===== src/rtl/core/multi_pattern_string_matcher_core_macros.svh =====
// assertion helpers for the matcher core
`ifndef MULTI_PATTERN_STRING_MATCHER_CORE_MACROS_SVH
`define MULTI_PATTERN_STRING_MATCHER_CORE_MACROS_SVH

// same-cycle implication, reset masked
`define MPSM_ASSERT_IMP(lbl, ante, cons, msg) \
  lbl: assert property (@(posedge clk_i) disable iff (!rst_ni) (ante) |-> (cons)) else $error(msg);

// next-cycle implication, reset masked
`define MPSM_ASSERT_NEXT(lbl, ante, cons, msg) \
  lbl: assert property (@(posedge clk_i) disable iff (!rst_ni) (ante) |=> (cons)) else $error(msg);

`endif


===== src/rtl/core/mpsm_pkg.sv =====
`default_nettype none
package mpsm_pkg;

  localparam int unsigned CHAR_SPACE = 128;
  localparam int unsigned RESULT_CAP = 32;
  localparam int unsigned ID_W       = 5;
  localparam int unsigned POS_W      = 16;

  typedef enum logic [1:0] {
    FN_PATTERN = 2'd0,
    FN_BUILD   = 2'd1,
    FN_TEXT    = 2'd2,
    FN_RESTART = 2'd3
  } mpsm_func_e;

  typedef enum logic [2:0] {
    ST_OK          = 3'd0,
    ST_NODES_FULL  = 3'd1,
    ST_SLOTS_FULL  = 3'd2,
    ST_TOO_LONG    = 3'd3,
    ST_ORDER       = 3'd4,
    ST_POS_OVF     = 3'd5
  } mpsm_status_e;

  typedef enum logic [4:0] {
    S_CLEAR,
    S_IDLE,
    S_P_LOOK,
    S_P_END,
    S_EMIT,
    S_B_DEQ,
    S_B_AT,
    S_B_SL,
    S_B_RD1,
    S_B_RD2,
    S_B_ACT,
    S_B_OL,
    S_T_LOOK,
    S_T_NODE,
    S_T_SLOT,
    S_T_ID,
    S_T_PUSH,
    S_T_FLUSH
  } mpsm_state_e;

  typedef struct packed {
    logic             match_valid;
    logic [ID_W-1:0]  pattern_id;
    logic [POS_W-1:0] start_pos;
    logic             last_result;
    logic [2:0]       status;
  } mpsm_beat_t;

endpackage
`default_nettype wire


===== src/rtl/core/mpsm_out_if.sv =====
`default_nettype none
interface mpsm_out_if;
  logic        valid;
  logic        ready;
  logic        match_valid;
  logic [4:0]  pattern_id;
  logic [15:0] start_pos;
  logic        last_result;
  logic [2:0]  status;

  modport source (output valid, output match_valid, output pattern_id, output start_pos,
                  output last_result, output status, input ready);
  modport sink (input valid, input match_valid, input pattern_id, input start_pos,
                input last_result, input status, output ready);
endinterface
`default_nettype wire


===== src/rtl/core/mpsm_outreg.sv =====
`default_nettype none
module mpsm_outreg (
  input  logic                clk_i,
  input  logic                rst_ni,
  input  logic                push_i,
  input  mpsm_pkg::mpsm_beat_t beat_i,
  output logic                can_push_o,
  mpsm_out_if.source          out_o
);

  logic                 full_q, full_d;
  mpsm_pkg::mpsm_beat_t beat_q;

  assign can_push_o = !full_q || out_o.ready;

  always_comb begin
    full_d = full_q;
    if (push_i) begin
      full_d = 1'b1;
    end else if (out_o.ready) begin
      full_d = 1'b0;
    end
  end

  always_ff @(posedge clk_i or negedge rst_ni) begin
    if (!rst_ni) begin
      full_q <= 1'b0;
    end else begin
      full_q <= full_d;
    end
  end

  always_ff @(posedge clk_i) begin
    if (push_i) begin
      beat_q <= beat_i;
    end
  end

  assign out_o.valid       = full_q;
  assign out_o.match_valid = beat_q.match_valid;
  assign out_o.pattern_id  = beat_q.pattern_id;
  assign out_o.start_pos   = beat_q.start_pos;
  assign out_o.last_result = beat_q.last_result;
  assign out_o.status      = beat_q.status;

endmodule
`default_nettype wire

===== src/flat_wrapper.sv =====
// flat-port wrapper written by rule: the top's interface ports become plain ports
module mpsm_outreg_flat 
  (clk_i, rst_ni, push_i, beat_i, can_push_o, out_o_valid, out_o_match_valid, out_o_pattern_id, out_o_start_pos, out_o_last_result, out_o_status, out_o_ready);
  mpsm_out_if out_o_i ();
  input  logic clk_i;
  input  logic rst_ni;
  input  logic push_i;
  input  mpsm_pkg::mpsm_beat_t beat_i;
  output logic can_push_o;
  output wire logic [$bits(out_o_i.valid)-1:0] out_o_valid;
  output wire logic [$bits(out_o_i.match_valid)-1:0] out_o_match_valid;
  output wire logic [$bits(out_o_i.pattern_id)-1:0] out_o_pattern_id;
  output wire logic [$bits(out_o_i.start_pos)-1:0] out_o_start_pos;
  output wire logic [$bits(out_o_i.last_result)-1:0] out_o_last_result;
  output wire logic [$bits(out_o_i.status)-1:0] out_o_status;
  input wire logic [$bits(out_o_i.ready)-1:0] out_o_ready;
  assign out_o_valid = out_o_i.valid;
  assign out_o_match_valid = out_o_i.match_valid;
  assign out_o_pattern_id = out_o_i.pattern_id;
  assign out_o_start_pos = out_o_i.start_pos;
  assign out_o_last_result = out_o_i.last_result;
  assign out_o_status = out_o_i.status;
  assign out_o_i.ready = out_o_ready;
  mpsm_outreg u_core (.clk_i(clk_i), .rst_ni(rst_ni), .push_i(push_i), .beat_i(beat_i), .can_push_o(can_push_o), .out_o(out_o_i));
endmodule

===== config.mk =====
export PLATFORM = sky130hd
export DESIGN_NAME = mpsm_outreg_flat
export DESIGN_NICKNAME = d
export VERILOG_FILES = /design/src/rtl/core/multi_pattern_string_matcher_core_macros.svh /design/src/rtl/core/mpsm_pkg.sv /design/src/rtl/core/mpsm_out_if.sv /design/src/rtl/core/mpsm_outreg.sv /design/src/flat_wrapper.sv
export SDC_FILE = /design/constraint.sdc
export NUM_CORES = 1
export LEC_CHECK = 0
export ABC_AREA = 1
export ABC_CLOCK_PERIOD_IN_PS = 800
export BUFFER_PORTS_ARGS = -buffer_cell sky130_fd_sc_hd__buf_2
export CAP_MARGIN = 25
export CORE_MARGIN = 4
export CORE_UTILIZATION = 39
export CTS_CLUSTER_DIAMETER = 200
export DETAILED_ROUTE_END_ITERATION = 6
export GPL_TIMING_DRIVEN = 0
export PLACE_DENSITY = 0.77
export SLEW_MARGIN = 5
export SYNTH_ARGS = -nofsm -noshare
export SYNTH_HDL_FRONTEND = slang
export SYNTH_SLANG_ARGS = --single-unit
export TNS_END_PERCENT = 10

===== constraint.sdc =====
create_clock -name clk_i -period 0.8 [get_ports clk_i]
set_input_delay 0.24 -clock clk_i [delete_from_list [all_inputs] [get_ports clk_i]]
set_output_delay 0.24 -clock clk_i [all_outputs]
set_load 0.05 [all_outputs]

==> metrics.txt <==
Final Max Slew Viols 0; class of the worst hold path in -> reg; Startpoint Class flip-flop; WL/cell 14.9 um; Post-synth EDFFs 26; Synth Cell Area ~830 sq um; commonest cells in the netlist edfxtp_1, inv_1, nand2_2; max_cap viols 0; Arr. time, crit path roughly 1.0 ns; CTS tree yes; initial antenna violation count 0; Routed WL about 1800 um; share of cells above drive strength 1 68.8%; most common cell in the netlist edfxtp_1; Clock Skews 0 ns; Worst setup startpoint u_core.out_o.valid$_DFFE_PN0P_; failing checks setup timing; actual slew at the worst max-slew pin 0.560 ns; Seq/Total Area, Yosys between 90% and 100%; ANT nets after route 0; Max VDD drop between 0.001 and 0.0015 V; final instance area ~0.0014 sq mm; Core Area between 0.0015 and 0.002 sq mm; I/O Pins slightly below 60; Slew Limit Headroom a little over three fifths; Fill cells 147; Lkg Pwr 0.585 nW; first-pass GRT wire length about 2600 um; Detailed Routing Iterations Pass 1 2; diode count 0; all-layer global routing usage between 10 and 15%; vias in the first global route 530; drt drc 0; Cell Pwr Density 2220 mW/mm^2; post-synthesis async set-or-reset flop share between 3 and 4%; fin crit period roughly 1.2 ns; final net count between 100 and 150; max frequency about 800 MHz; Setup crit end can_push_o; Syn Nets between 60 and 70; largest net degree at the start of global routing 28; synth warn 0; Final Worst Setup Slack -0.446 ns; TNS Setup -9.52 ns; Crit. End Element output pin; number of core rows 16; Main synth FF type edfxtp_1; Die Span Y 54.0 um; area leader, netlist edfxtp_1; synth-to-layout area growth 66.5%; share of Yosys cell area claimed by the top area cell type between 90% and 100%; CP max FO 2; pre-CTS setup slack -0.277 ns; clock latency on the worst-skew pair between 0.3 and 0.4 ns; Syn Inst Count 31; WS Path Type reg -> out; P_int 2.13 mW; Cell Area, Placed between 0.001 and 0.0015 sq mm; Reg power frac between 50% and 60%; DIE WIDTH between 50 and 60 um; outcome finished, violations left; TritonCTS Sinks 27; Worst-path clk slew around 0.15 ns; cells taking the most area after synthesis edfxtp_1, dfrtp_1, nand2_2; total CTS buffers 3; GPL Wtd Cong approximately 0.57; Final setup viols 28; Port-buffer cells 57; sw frac between 30% and 40%; cell depth of the worst flop-to-flop path 2; die area 0.00292 sq mm; Final HPWL DP around 1200 um; Critical R2R Capture u_core.out_o.valid$_DFFE_PN0P_; post-DR vias/cell 4.28; P_sw around 900 uW; total grt overflow 0; Logic pwr share 24.7%; Longest Clk Path Bufs 2; critical path required time about 0.56 ns; DRC marker count from the first detailed-route iteration 4; CTS H-tree depth 1; Seq cells post-synth 27; Fin. Hold Viols 0; R2R Setup Slk around 0.12 ns; clock network power share 18.7%; crit share post-route 156%; FF-to-FF Start u_core.out_o.valid$_DFFE_PN0P_; Root Buffer clkbuf_4; Netlist cell types 4; Initial Util between 40% and 50%; DR vias 514; RSZ-0062 raised after global routing yes; syn avg cell area approximately 27 sq um
==> metrics by stage <==
step / power [mW] / hold slack, ns / cells / utilization, %
2_1_floorplan: 2.16 / -0.0556 / 31 / -
3_3_place_gp: 2.34 / 0.0147 / 115 / 58.5
3_5_place_dp: 2.35 / 0.0165 / 115 / 58.5
4_1_cts: 3.07 / 0.0752 / 120 / 69.4
5_1_grt: 3.21 / 0.0393 / 120 / 69.4
6_report: 3.05 / 0.0826 / 120 / 69.4
==> cell usage in the layout (no fill, tap or decap) <==
| cell type | synthesis | routed |
|---|---|---|
| buf_6 | 0 | 26 |
| nand2_2 | 2 | 1 |
| dlygate4sd3_1 | 0 | 1 |
| clkinvlp_4 | 0 | 1 |
| buf_2 | 0 | 29 |
| clkbuf_4 | 0 | 3 |
| buf_4 | 0 | 1 |
| edfxtp_1 | 26 | 26 |
| dfrtp_2 | 0 | 1 |
| inv_1 | 2 | 2 |
| nand2_8 | 0 | 1 |
| buf_8 | 0 | 1 |
==> critical path, stage by stage, from the launching register on <==
cell	delay, ns
dfrtp_2	0.47
nand2_8	0.07
buf_8	0.14
==> power groups by stage <==
stage / Sequential (mW) / Clock, mW / Combinational, mW
floorplan: 2.13 / 0 / 0.0271
global placement: 1.73 / 0 / 0.609
detailed placement: 1.73 / 0 / 0.617
CTS: 1.73 / 0.585 / 0.754
global route: 1.74 / 0.689 / 0.784
finish: 1.73 / 0.570 / 0.754
==> state kept, by name (all words and copies together), names as in the netlist <==
register and flops:
u_core.out_o.last_result 1, u_core.out_o.pattern_id 5, u_core.out_o.match_valid 1, u_core.out_o.start_pos 16, u_core.out_o.valid 1, u_core.out_o.status 3
==> routing by layer <==
layer  global-route usage [%]  share of wire [%]  vias to the layer above
met5                        0                  0                        -
met1                     13.8                 31                      240
met3                     5.54                 11                        0
met4                     4.98                  0                        0
li1                         -                  -                      242
met2                     25.8                 58                       32
==> how the worst min path moves through the flow <==
stage	from	to	slack (ns)	depth (start not counted)
global placement	rst_ni	u_core.out_o.valid$_DFFE_PN0P_	0.01	1
CTS	beat_i[1]	u_core.out_o.status[1]$_DFFE_PP_	0.08	1
finish	beat_i[24]	u_core.out_o.pattern_id[4]$_DFFE_PP_	0.08	1
detailed placement	rst_ni	u_core.out_o.valid$_DFFE_PN0P_	0.02	1
global route	beat_i[24]	u_core.out_o.pattern_id[4]$_DFFE_PP_	0.04	1
floorplan	rst_ni	u_core.out_o.valid$_DFFE_PN0P_	-0.06	0
==> logic make-up after synthesis <==
logic type	after synthesis	synth area share [%]
buffers and inverters	2	0.909
flip-flops	27	97.6
AND/OR/NAND/NOR	2	1.51
==> cell type report <==
cell class | instances | area [sq um] | share of cell area, %
clock buffers | 3 | 22.5 | 1.64
clock inverters | 1 | 7.51 | 0.546
multi-input cells | 2 | 26.3 | 1.91
well taps | 27 | 33.8 | 2.46
flip-flops and latches | 27 | 807 | 58.7
inverters | 2 | 7.51 | 0.546
repair buffers | 58 | 470 | 34.2
==> repair_timing <==
| item | in CTS | in global routing |
|---|---|---|
| endpoints found under the setup margin | 28 | 28 |
| pin swaps | 0 | 0 |
| resized for setup | 56 | 0 |
| hold buffers | 1 | 0 |
| endpoints found under the hold margin | 1 | 0 |
| buffers inserted | 0 | 0 |
(Power assumes the default switching activity.)
