--- src/rtl/core/multi_pattern_string_matcher_core_macros.svh ---
// assertion helpers for the matcher core
`ifndef MULTI_PATTERN_STRING_MATCHER_CORE_MACROS_SVH
`define MULTI_PATTERN_STRING_MATCHER_CORE_MACROS_SVH

// same-cycle implication, reset masked
`define MPSM_ASSERT_IMP(lbl, ante, cons, msg) \
  lbl: assert property (@(posedge clk_i) disable iff (!rst_ni) (ante) |-> (cons)) else $error(msg);

// next-cycle implication, reset masked
`define MPSM_ASSERT_NEXT(lbl, ante, cons, msg) \
  lbl: assert property (@(posedge clk_i) disable iff (!rst_ni) (ante) |=> (cons)) else $error(msg);

`endif

--- src/rtl/core/mpsm_ram.sv ---
`default_nettype none
module mpsm_ram #(
  parameter int unsigned WIDTH = 8,
  parameter int unsigned DEPTH = 64,
  localparam int unsigned AW   = $clog2(DEPTH)
) (
  input  logic             clk_i,
  input  logic             we_i,
  input  logic [AW-1:0]    waddr_i,
  input  logic [WIDTH-1:0] wdata_i,
  input  logic             re_i,
  input  logic [AW-1:0]    raddr_i,
  output logic [WIDTH-1:0] rdata_o
);

  logic [WIDTH-1:0] mem [DEPTH];
  logic [WIDTH-1:0] rdata_q;

  always_ff @(posedge clk_i) begin
    if (we_i) begin
      mem[waddr_i] <= wdata_i;
    end
  end

  always_ff @(posedge clk_i) begin
    if (re_i) begin
      rdata_q <= mem[raddr_i];
    end
  end

  assign rdata_o = rdata_q;

endmodule
`default_nettype wire

--- config.mk ---
export PLATFORM = sky130hd
export DESIGN_NAME = mpsm_ram
export DESIGN_NICKNAME = d
export VERILOG_FILES = /design/src/rtl/core/multi_pattern_string_matcher_core_macros.svh /design/src/rtl/core/mpsm_ram.sv
export SDC_FILE = /design/constraint.sdc
export NUM_CORES = 1
export LEC_CHECK = 0
export BUFFER_PORTS_ARGS = -buffer_cell sky130_fd_sc_hd__buf_2
export CELL_PAD_IN_SITES_DETAIL_PLACEMENT = 0
export CELL_PAD_IN_SITES_GLOBAL_PLACEMENT = 1
export CORE_UTILIZATION = 58
export CTS_BUF_LIST = sky130_fd_sc_hd__clkbuf_2
export CTS_CLUSTER_DIAMETER = 80
export CTS_CLUSTER_SIZE = 8
export DETAILED_ROUTE_END_ITERATION = 7
export GPL_ROUTABILITY_DRIVEN = 0
export PLACE_DENSITY = 0.83
export SYNTH_ARGS = -nofsm -noshare
export SYNTH_HDL_FRONTEND = slang
export SYNTH_SLANG_ARGS = --single-unit
--- constraint.sdc ---
create_clock -name clk_i -period 2.65 [get_ports clk_i]
set_clock_uncertainty 0.05 [all_clocks]
set_input_delay 0 -clock clk_i [delete_from_list [all_inputs] [get_ports clk_i]]
set_output_delay 0 -clock clk_i [all_outputs]
set_load 0.02 [all_outputs]
==> metrics.cfg, run 1 <==
[outcome]
status=finished, final reports clean

[logic_synthesis]
ys_async_sr_fraction=0
synth_edf_count=520
synth.most_common_cell=edfxtp_1
ys_ff_latch=520
synth_cells=940
yosys.area.top_type=edfxtp_1
syn_area_mm2=0.02025
synthFlopType=edfxtp_1
synth.top_cells.by_count=520 x edfxtp_1, 126 x mux4_2, 83 x nor2_1
yosys_warnings=0
synth_top_cell_area_share=0.7712
synth_area_per_cell_um2=21.54
synthTopCellsByArea=edfxtp_1 77%, mux4_2 14%, nor2_1 1.5%
syn_nets=963
synth_cell_types=39
ys_seq_area_frac=0.7712

[worst_setup_path]
crit_fanout=1
path_class=reg2reg
crit_top_cell=mux4_2
worstPathArrival_ps=3180
crit_buf_inv=1
required_ps=3310
slowest_stage=dlygate4sd3_1
cp_cell_sequence=mux4_2 > mux4_2 > nor2_1 > nor3_1 > o2bb2ai_1 > dlygate4sd3_1
start_kind=flip-flop
critical-path-top-delay-family=multiplexers
cp_slowest_stage_delay_ps=540
end_kind=flip-flop

[placement]
port_buffers=30
dpl.hpwl_mm=27.40
dp_cells=1475
dp_slack_ps=199.2
placed_area_mm2=0.02147

[final_layout]
synthToLayoutAreaGrowth_pct=9.665
final_cells=1589
drive_above_1_share=0.3107
final_cell_area_mm2=0.02220
finalNetCount=1152

[timing]
period_minus_slack_ps=2524
setup_ws_ps=126.0
relSlewSlack=0.1600
worst_slew_pin_slew_ps=1260
slew_viol_final=0
rsz0062_at_grt=false
final.setup.tns_ps=0
period_share=0.9525
fmax_mhz=396.2
report.final.hold_viol_count=0
setup_viol=0

[cts]
cts_buffers=74
clkTransAtPathRegs_ps=170
cts.repair.resized=0
h-tree-depth=3
clock-sinks=520
cts_tree=done
cts-root-buf=clkbuf_2
clk_latency_ps=930
cts_max_path_buffers=3

[die]
dieWidth_um=188.8
fp-row-count=68
dieArea_mm2=0.03566
start_util=0.5876
io-pin-count=31
die_y_um=188.8
core_mm2=0.03446

[drt]
ant_nets=0
routed_wl_mm=43.60
vias=10140
drc=0
drt-vias-per-instance=6.381
wl_per_cell_um=27.44
drtPass1Iterations=5
first_iter_violations=983

[min_path]
hold_class=in2reg

[job]
cap_violations=0

[grt]
grt_max_degree=65
antenna_found_initial=1
grt_pass1_vias=10360
grt_pass1_wl_mm=65.24
grt_use_total=0.2558
grt_overflow=0

[power]
ir_drop_uv=345.4
powerDensity_mw_per_mm2=597.7
leakagePower_uw=0.007094

[through the flow]
step / util / power, µW / hold slack [ps]
4_1_cts: 0.6443 / 13360 / 52.82
6_report: 0.6444 / 13270 / 78.67
3_3_place_gp: 0.6231 / 10170 / 334.9
2_1_floorplan: - / 9808 / 48.87
3_5_place_dp: 0.6231 / 10190 / 338.3
5_1_grt: 0.6444 / 13690 / 89.02
[sequential cells by signal, summed over array words and instances (netlist names)]
signal and cells:
mem 512, rdata_o 8
[final timing paths]
| path | startpoint | endpoint | slack [ps] | cells after the start |
|---|---|---|---|---|
| worst max-delay path | mem[5][0] | rdata_o[0] | 130 | 6 |
| worst min register to register | mem[2][7] | rdata_o[7] | 880 | 4 |
| worst min-delay path | raddr_i[0] | rdata_o[7] | 80 | 5 |
| worst max register to register | mem[5][0] | rdata_o[0] | 130 | 6 |
[cell usage in the layout, fill, tap and decap left out, types with 6 or more instances in the layout]
| master | netlist | final |
|---|---|---|
| nand3_1 | 13 | 13 |
| nand2_1 | 19 | 19 |
| o22ai_1 | 8 | 8 |
| nor2b_1 | 14 | 14 |
| dlygate4sd3_1 | 0 | 33 |
| clkbuf_2 | 0 | 79 |
| buf_2 | 11 | 27 |
| o221ai_1 | 8 | 8 |
| nor2_1 | 83 | 83 |
| a221oi_1 | 6 | 6 |
| buf_4 | 13 | 99 |
| edfxtp_1 | 520 | 520 |
| mux2_2 | 13 | 13 |
| mux2i_1 | 23 | 23 |
| mux4_2 | 126 | 126 |
| nor3_1 | 7 | 7 |
| nand2b_1 | 7 | 7 |
[cells by family (layout without fill, tap and decap cells)]
group / Yosys count / after routing / share of synthesized area
simple gates: 153 / 153 / 0.03374
other cells: 0 / 1 / 0
buf+inv: 51 / 244 / 0.01563
flops: 520 / 520 / 0.7712
mux: 162 / 162 / 0.1588
compound gates: 54 / 54 / 0.02064
[layout make-up]
type,instances,area (µm²)
Multi-Input combinational cell,369,4315
Fill cell,2319,12250
Sequential cell,520,15620
Clock inverter,1,3.754
Clock buffer,79,395.4
Timing Repair Buffer,164,1303
Antenna cell,1,2.502
Tap cell,455,569.3
[repair_timing]
item / 4_1_cts / 5_1_grt
hold buffers: 33 / 0
endpoints found under the hold margin: 1015 / 0
setup buffers: 0 / 0
[worst min-delay path: cells and delay by family]
| family | cells | cell delay, ps |
|---|---|---|
| muxes | 2 | 470 |
| buffers and inverters | 1 | 320 |
| AOI/OAI and AO/OA | 1 | 80 |
| and+or+nand+nor | 1 | 70 |
[layer usage]
metal | vias to the layer above | track usage | routed length (µm)
met5 | - | 0 | 0
met4 | 0 | 0.08002 | 1045
met3 | 81 | 0.04749 | 3667
met2 | 546 | 0.4019 | 21260
met1 | 5219 | 0.3704 | 17630
li1 | 4294 | - | -
[power breakdown]
part | switching [µW] | internal [µW] | leakage [µW] | total [µW]
sequential | 23.7 | 9110 | 0.00469 | 9140
combinational | 529 | 370 | 0.00208 | 899
clock | 2460 | 773 | 0.000332 | 3240
Note: power is estimated with default switching activity, not from simulation.
==> run 2: changes to the inputs <==
--- a/config.mk
+++ b/config.mk
@@ -5,15 +5,17 @@
 export SDC_FILE = /design/constraint.sdc
 export NUM_CORES = 1
 export LEC_CHECK = 0
+export ABC_AREA = 1
 export BUFFER_PORTS_ARGS = -buffer_cell sky130_fd_sc_hd__buf_2
 export CELL_PAD_IN_SITES_DETAIL_PLACEMENT = 0
 export CELL_PAD_IN_SITES_GLOBAL_PLACEMENT = 1
-export CORE_UTILIZATION = 58
+export CORE_UTILIZATION = 54
 export CTS_BUF_LIST = sky130_fd_sc_hd__clkbuf_2
 export CTS_CLUSTER_DIAMETER = 80
 export CTS_CLUSTER_SIZE = 8
 export DETAILED_ROUTE_END_ITERATION = 7
 export GPL_ROUTABILITY_DRIVEN = 0
+export GPL_TIMING_DRIVEN = 0
 export PLACE_DENSITY = 0.83
 export SYNTH_ARGS = -nofsm -noshare
 export SYNTH_HDL_FRONTEND = slang
==> run 2 against run 1 <==
- clock power increased by 3%
- the run now ends with negative setup slack left
- final cell count increased by 55%
- sequential power about the same
- hold slack got worse by 13 ps
- first-iteration DRC count increased by 78%
- setup slack got worse by 140 ps
- design area increased by 3.6%
- register-to-register slack got worse by 40 ps
- sequential share of layout area decreased by 2.5 points
- routed wire length increased by 40%
- largest cell class unchanged
- area after synthesis increased by 5.8%
==> metrics.cfg, run 2 <==
[outcome]
status=finished, violations left
violations=negative setup slack

[logic_synthesis]
synth.top_cells.by_count=648 x nand2_1, 520 x edfxtp_1, 439 x nand3_1
synth_top_cell_area_share=0.7290
synth_cell_types=15
syn_nets=1828
synth_cells=1805
synth_edf_count=520
synth_area_per_cell_um2=11.87
synthFlopType=edfxtp_1
ys_async_sr_fraction=0
ys_seq_area_frac=0.7290
synthTopCellsByArea=edfxtp_1 73%, nand2_1 11%, nand3_1 10%
yosys_warnings=0
ys_ff_latch=520
syn_area_mm2=0.02142
yosys.area.top_type=edfxtp_1
synth.most_common_cell=nand2_1

[cts]
cts_tree=done
cts_max_path_buffers=3
h-tree-depth=3
clock-sinks=520
cts_buffers=74
post_cts_buffers=0
clkTransAtPathRegs_ps=140
clk_latency_ps=1030
cts-root-buf=clkbuf_2

[grt]
grt_use_total=0.3074
antenna_found_initial=2
grt_max_degree=65
grt_pass1_wl_mm=89.22
grt_overflow=0
grt_pass1_vias=13960

[timing]
setup_viol=1
period_minus_slack_ps=2669
fmax_mhz=374.7
worst_slew_pin_slew_ps=1473
rsz0062_at_grt=false
relSlewSlack=0.01782
period_share=1.007
setup_ws_ps=-18.73
slew_viol_final=0
report.final.hold_viol_count=0

[power]
p_int_uw=10230
powerDensity_mw_per_mm2=597.1
p_sw_uw=3512
swShare=0.2556
leakagePower_uw=0.008325
seqPwrFrac=0.665
pwr-share-comb=0.091
total_power_uw=13740
p_clk_frac=0.244
ir_drop_uv=369.8

[worst_setup_path]
required_ps=3440
cp_slowest_stage_delay_ps=610
worstPathArrival_ps=3460
path_class=in2reg
critical-path-top-delay-family=buffers and inverters
rr_worst_depth=10
start_kind=input port
slowest_stage=buf_1
cp_cell_sequence=dlygate4sd3_1 > buf_2 > buf_2 > buf_1 > nand3_1 > nand2_1 > nand2_1 > nand3_1 > nand3_1 > dlygate4sd3_1 > nand2_1 > dlygate4sd3_1
crit_buf_inv=6
end_kind=flip-flop
cp_num_cells=12
crit_fanout=10

[drt]
vias=14750
drtPass1Iterations=6
wl_per_cell_um=24.83
first_iter_violations=1745
drc=0
drt-vias-per-instance=5.986
ant_nets=0
routed_wl_mm=61.18

[die]
dieWidth_um=201.2
fp-row-count=72
core_mm2=0.03892
die_y_um=201.2
dieArea_mm2=0.04047
io-pin-count=31
start_util=0.5504

[final_layout]
largest_reg_flops=512
final_cell_area_mm2=0.02301
regArea_mm2=0.01562
multiInputGateArea_mm2=0.004996
synthToLayoutAreaGrowth_pct=7.419
finalNetCount=1964
fill_cells=3252
drive_above_1_share=0.1080
top_register=mem
layout_common_cells=648 x nand2_1, 520 x edfxtp_1, 439 x nand3_1
layout_commonest_cell=nand2_1

[min_path]
hold_path_depth=2
hold_class=in2reg

[job]
cap_violations=0

[placement]
port_buffers=22
placed_area_mm2=0.02229
dpl.hpwl_mm=39.97

[run 2: cell count changes in the layout (fill, tap and decap cells not counted), sizes merged, moves of 8 or more]
cell and change:
inv +12, nand3 +426, o22ai -8, mux4 -126, mux2i -23, nand2 +629
o221ai -8, nor2b -14, nor2 -27, clkbuf +14, mux2 -13
[run 2: per-stage QoR]
| stage | hold WS, ps | utilization | instances | TNS, ps | setup WS, ps |
|---|---|---|---|---|---|
| 2_1_floorplan | 48.87 | - | 1805 | 0 | 833.9 |
| 5_1_grt | 48.77 | 0.5912 | 2464 | 0 | 14.42 |
| 3_5_place_dp | 332.8 | 0.5727 | 2353 | 0 | 47.92 |
| 6_report | 66.10 | 0.5912 | 2464 | -18.73 | -18.73 |
| 3_3_place_gp | 328.6 | 0.5699 | 2345 | -12550 | -308.6 |
| 4_1_cts | 30.05 | 0.5907 | 2463 | 0 | 75.11 |
[run 2: final cells by class]
cell class | instances | area share
Multi-Input combinational cell | 1160 | 0.2171
Clock inverter | 1 | 0.0001631
Tap cell | 518 | 0.02817
Timing Repair Buffer | 60 | 0.02121
Sequential cell | 520 | 0.6787
Buffer | 113 | 0.03518
Antenna cell | 1 | 0.0001088
Clock buffer | 79 | 0.01718
Inverter | 12 | 0.002175
[run 2: what timing repair did]
| action | CTS | global route |
|---|---|---|
| hold endpoints to repair | 1035 | 0 |
| hold buffers | 30 | 0 |
| resized for setup | 0 | 2 |
| endpoints found under the setup margin | 0 | 1 |
[run 2: cell families (layout without fill, tap and decap cells)]
| kind of cell | Yosys count | after routing | share of synthesized area |
|---|---|---|---|
| other cells | 0 | 1 | 0 |
| flops | 520 | 520 | 0.7290 |
| buf+inv | 125 | 265 | 0.04007 |
| simple gates | 1160 | 1160 | 0.2309 |
[run 2: final timing paths]
path | to | slack [ps] | startpoint
max reg2reg | rdata_o[2] | 90 | mem[57][2]
min | mem[30][0] | 70 | wdata_i[0]
min reg2reg | rdata_o[7] | 910 | mem[26][7]
max | rdata_o[2] | -20 | raddr_i[2]
[run 2: metal layers]
layer  GRT usage  routed length, µm  part of all wire
met1      0.4419              24830              0.41
met2      0.4668              27550              0.45
met3     0.05863               6733              0.11
met4      0.1200               2060             0.034
met5           0                 13           0.00021
[run 2: power by group through the flow]
stage / sequential (µW) / combinational, µW / clock (µW)
2_1_floorplan: 9320 / 640 / 0
3_3_place_gp: 9320 / 1160 / 0
3_5_place_dp: 9320 / 1190 / 0
4_1_cts: 9140 / 1220 / 3390
5_1_grt: 9140 / 1340 / 3680
6_report: 9130 / 1250 / 3350
==> run 3: changes to the inputs <==
--- a/config.mk
+++ b/config.mk
@@ -16,7 +16,7 @@
 export DETAILED_ROUTE_END_ITERATION = 7
 export GPL_ROUTABILITY_DRIVEN = 0
 export GPL_TIMING_DRIVEN = 0
-export PLACE_DENSITY = 0.83
+export PLACE_DENSITY = 0.88
 export SYNTH_ARGS = -nofsm -noshare
 export SYNTH_HDL_FRONTEND = slang
 export SYNTH_SLANG_ARGS = --single-unit
==> run 3 against run 2 <==
- the flow still finishes with violations (negative setup slack)
- total power increased by 1.4%
- clock power grew 6%
- critical path depth stayed put
- critical path type unchanged
- highest routed layer unchanged
==> metrics.cfg, run 3 (same netlist as run 2, synthesis figures left out) <==
[worst_setup_path]
rr_worst_depth=10
reg2reg_to=rdata_o[5]
r2r_slack_ps=40
cp_cell_sequence=dlygate4sd3_1 > buf_2 > buf_2 > buf_1 > nand3_1 > nand2_1 > nand2_1 > nand3_1 > dlygate4sd3_1 > nand3_1 > dlygate4sd3_1 > nand2_1
start_kind=input port
end_kind=flip-flop
cp_slowest_stage_delay_ps=600
crit_fanout=10
required_ps=3470
crit_buf_inv=6
slowest_stage=buf_1
rr_startpoint=mem[53][5]
path_class=in2reg
critical-path-top-delay-family=buffers and inverters
worstPathArrival_ps=3510

[min_path]
hold_class=in2reg
min_to=mem[5][6]
hold_path_depth=3
min-delay-start=we_i

[cts]
cts_max_path_buffers=3
cts_buffers=74
cts_tree=done
cts-root-buf=clkbuf_2
clk_latency_ps=1040
h-tree-depth=3
post_cts_buffers=0
clkTransAtPathRegs_ps=160
clock-sinks=520

[timing]
fmax_mhz=372.3
report.final.hold_viol_count=0
fin_hold_ws_ps=93.22
setup_viol=1
relSlewSlack=0.01452
worst_slew_pin_slew_ps=1478
rsz0062_at_grt=false
setup_ws_ps=-36.30
slew_viol_final=0
period_minus_slack_ps=2686
period_share=1.014

[final_layout]
final_cells=2463
layout_common_cells=648 x nand2_1, 520 x edfxtp_1, 436 x nand3_1
finalNetCount=1961
largest_reg_flops=512
synthToLayoutAreaGrowth_pct=7.600
drive_above_1_share=0.1086
multiInputGateArea_mm2=0.005011
regArea_mm2=0.01562
fill_cells=3211
layout_commonest_cell=nand2_1
top_register=mem
postLayoutCoreUtil=0.5922

[placement]
port_buffers=22
dp_slack_ps=122.3
dpl.hpwl_mm=39.73
dp_cells=2351

[power]
powerDensity_mw_per_mm2=604.2
leakagePower_uw=0.008336
ir_drop_uv=411.6
total_power_uw=13920

[die]
fp-row-count=72
dieWidth_um=201.2
start_util=0.5504
core_mm2=0.03892
dieArea_mm2=0.04047
die_y_um=201.2
io-pin-count=31

[outcome]
status=finished, violations left
violations=negative setup slack

[drt]
drt-vias-per-instance=5.989
wl_per_cell_um=24.52
vias=14752
ant_nets=0
drtPass1Iterations=6
routed_wl_mm=60.41
drc=0
first_iter_violations=2129

[grt]
antenna_found_initial=3
grt_max_degree=65
grt_pass1_vias=13891
grt_overflow=0
grt_use_total=0.3040
grt_pass1_wl_mm=88.33

[job]
cap_violations=0

## run 3: cell types whose count changed in the layout (fill, tap and decap cells not counted), sizes merged
| cell | delta |
|---|---|
| diode | +1 |
| inv | +3 |
| clkbuf | -4 |
| buf | -3 |
| bufinv | +2 |
## run 3: layout make-up
type                            count  area share
Inverter                           12    0.002172
Clock buffer                       75     0.01629
Clock inverter                      6    0.003257
Buffer                            113     0.03512
Timing Repair Buffer               57     0.01987
Tap cell                          518     0.02812
Sequential cell                   520      0.6775
Multi-Input combinational cell   1160      0.2174
Antenna cell                        2   0.0002172
## run 3: where the power goes
group | total (µW) | switching (µW) | internal, µW
combinational | 1260 | 918 | 339
sequential | 9130 | 15.6 | 9110
clock | 3540 | 2600 | 943
total | 13900 | 3530 | 10400
## run 3: routing by layer
layer | share of wire | wire length, µm | up-vias | track usage
met5 | 0.00018 | 11 | - | 0
met4 | 0.034 | 2048 | 2 | 0.1210
met3 | 0.12 | 7200 | 132 | 0.06948
met2 | 0.45 | 27040 | 973 | 0.4575
met1 | 0.40 | 24110 | 7035 | 0.4316
li1 | - | - | 6610 | -
## run 3: worst max-delay path by stage
stage                from          to  slack [ps]  cells past startpoint
3_3_place_gp         we_i  mem[49][7]        -490                      3
3_5_place_dp   waddr_i[0]  mem[24][5]         120                      4
5_1_grt        mem[35][5]  rdata_o[5]          10                     10
4_1_cts        mem[51][5]  rdata_o[5]          30                     10
6_report       raddr_i[2]  rdata_o[6]         -40                     12
2_1_floorplan        we_i  mem[48][0]         830                      3
## run 3: metrics by stage
stage                     cell area (µm²)  TNS, ps
after floorplan                     21420        0
after global placement              22180   -14570
after detailed placement            22270        0
after CTS                           23010        0
after global routing                23050        0
final                               23050   -36.30
## run 3: worst reg2reg max path, stage by stage (launching register included)
cell and delay [ps]:
edfxtp_1 400, nand2_1 80, nand3_1 160, nand3_1 110
nand2_1 70, nand2_1 90, nand3_2 120, nand3_1 110
dlygate4sd3_1 570, nand2_1 70, dlygate4sd3_1 580
## run 3: timing repair
action | CTS | global route
endpoints found under the hold margin | 1005 | 0
endpoints found under the setup margin | 0 | 1
resized for setup | 0 | 5
hold buffers | 29 | 0
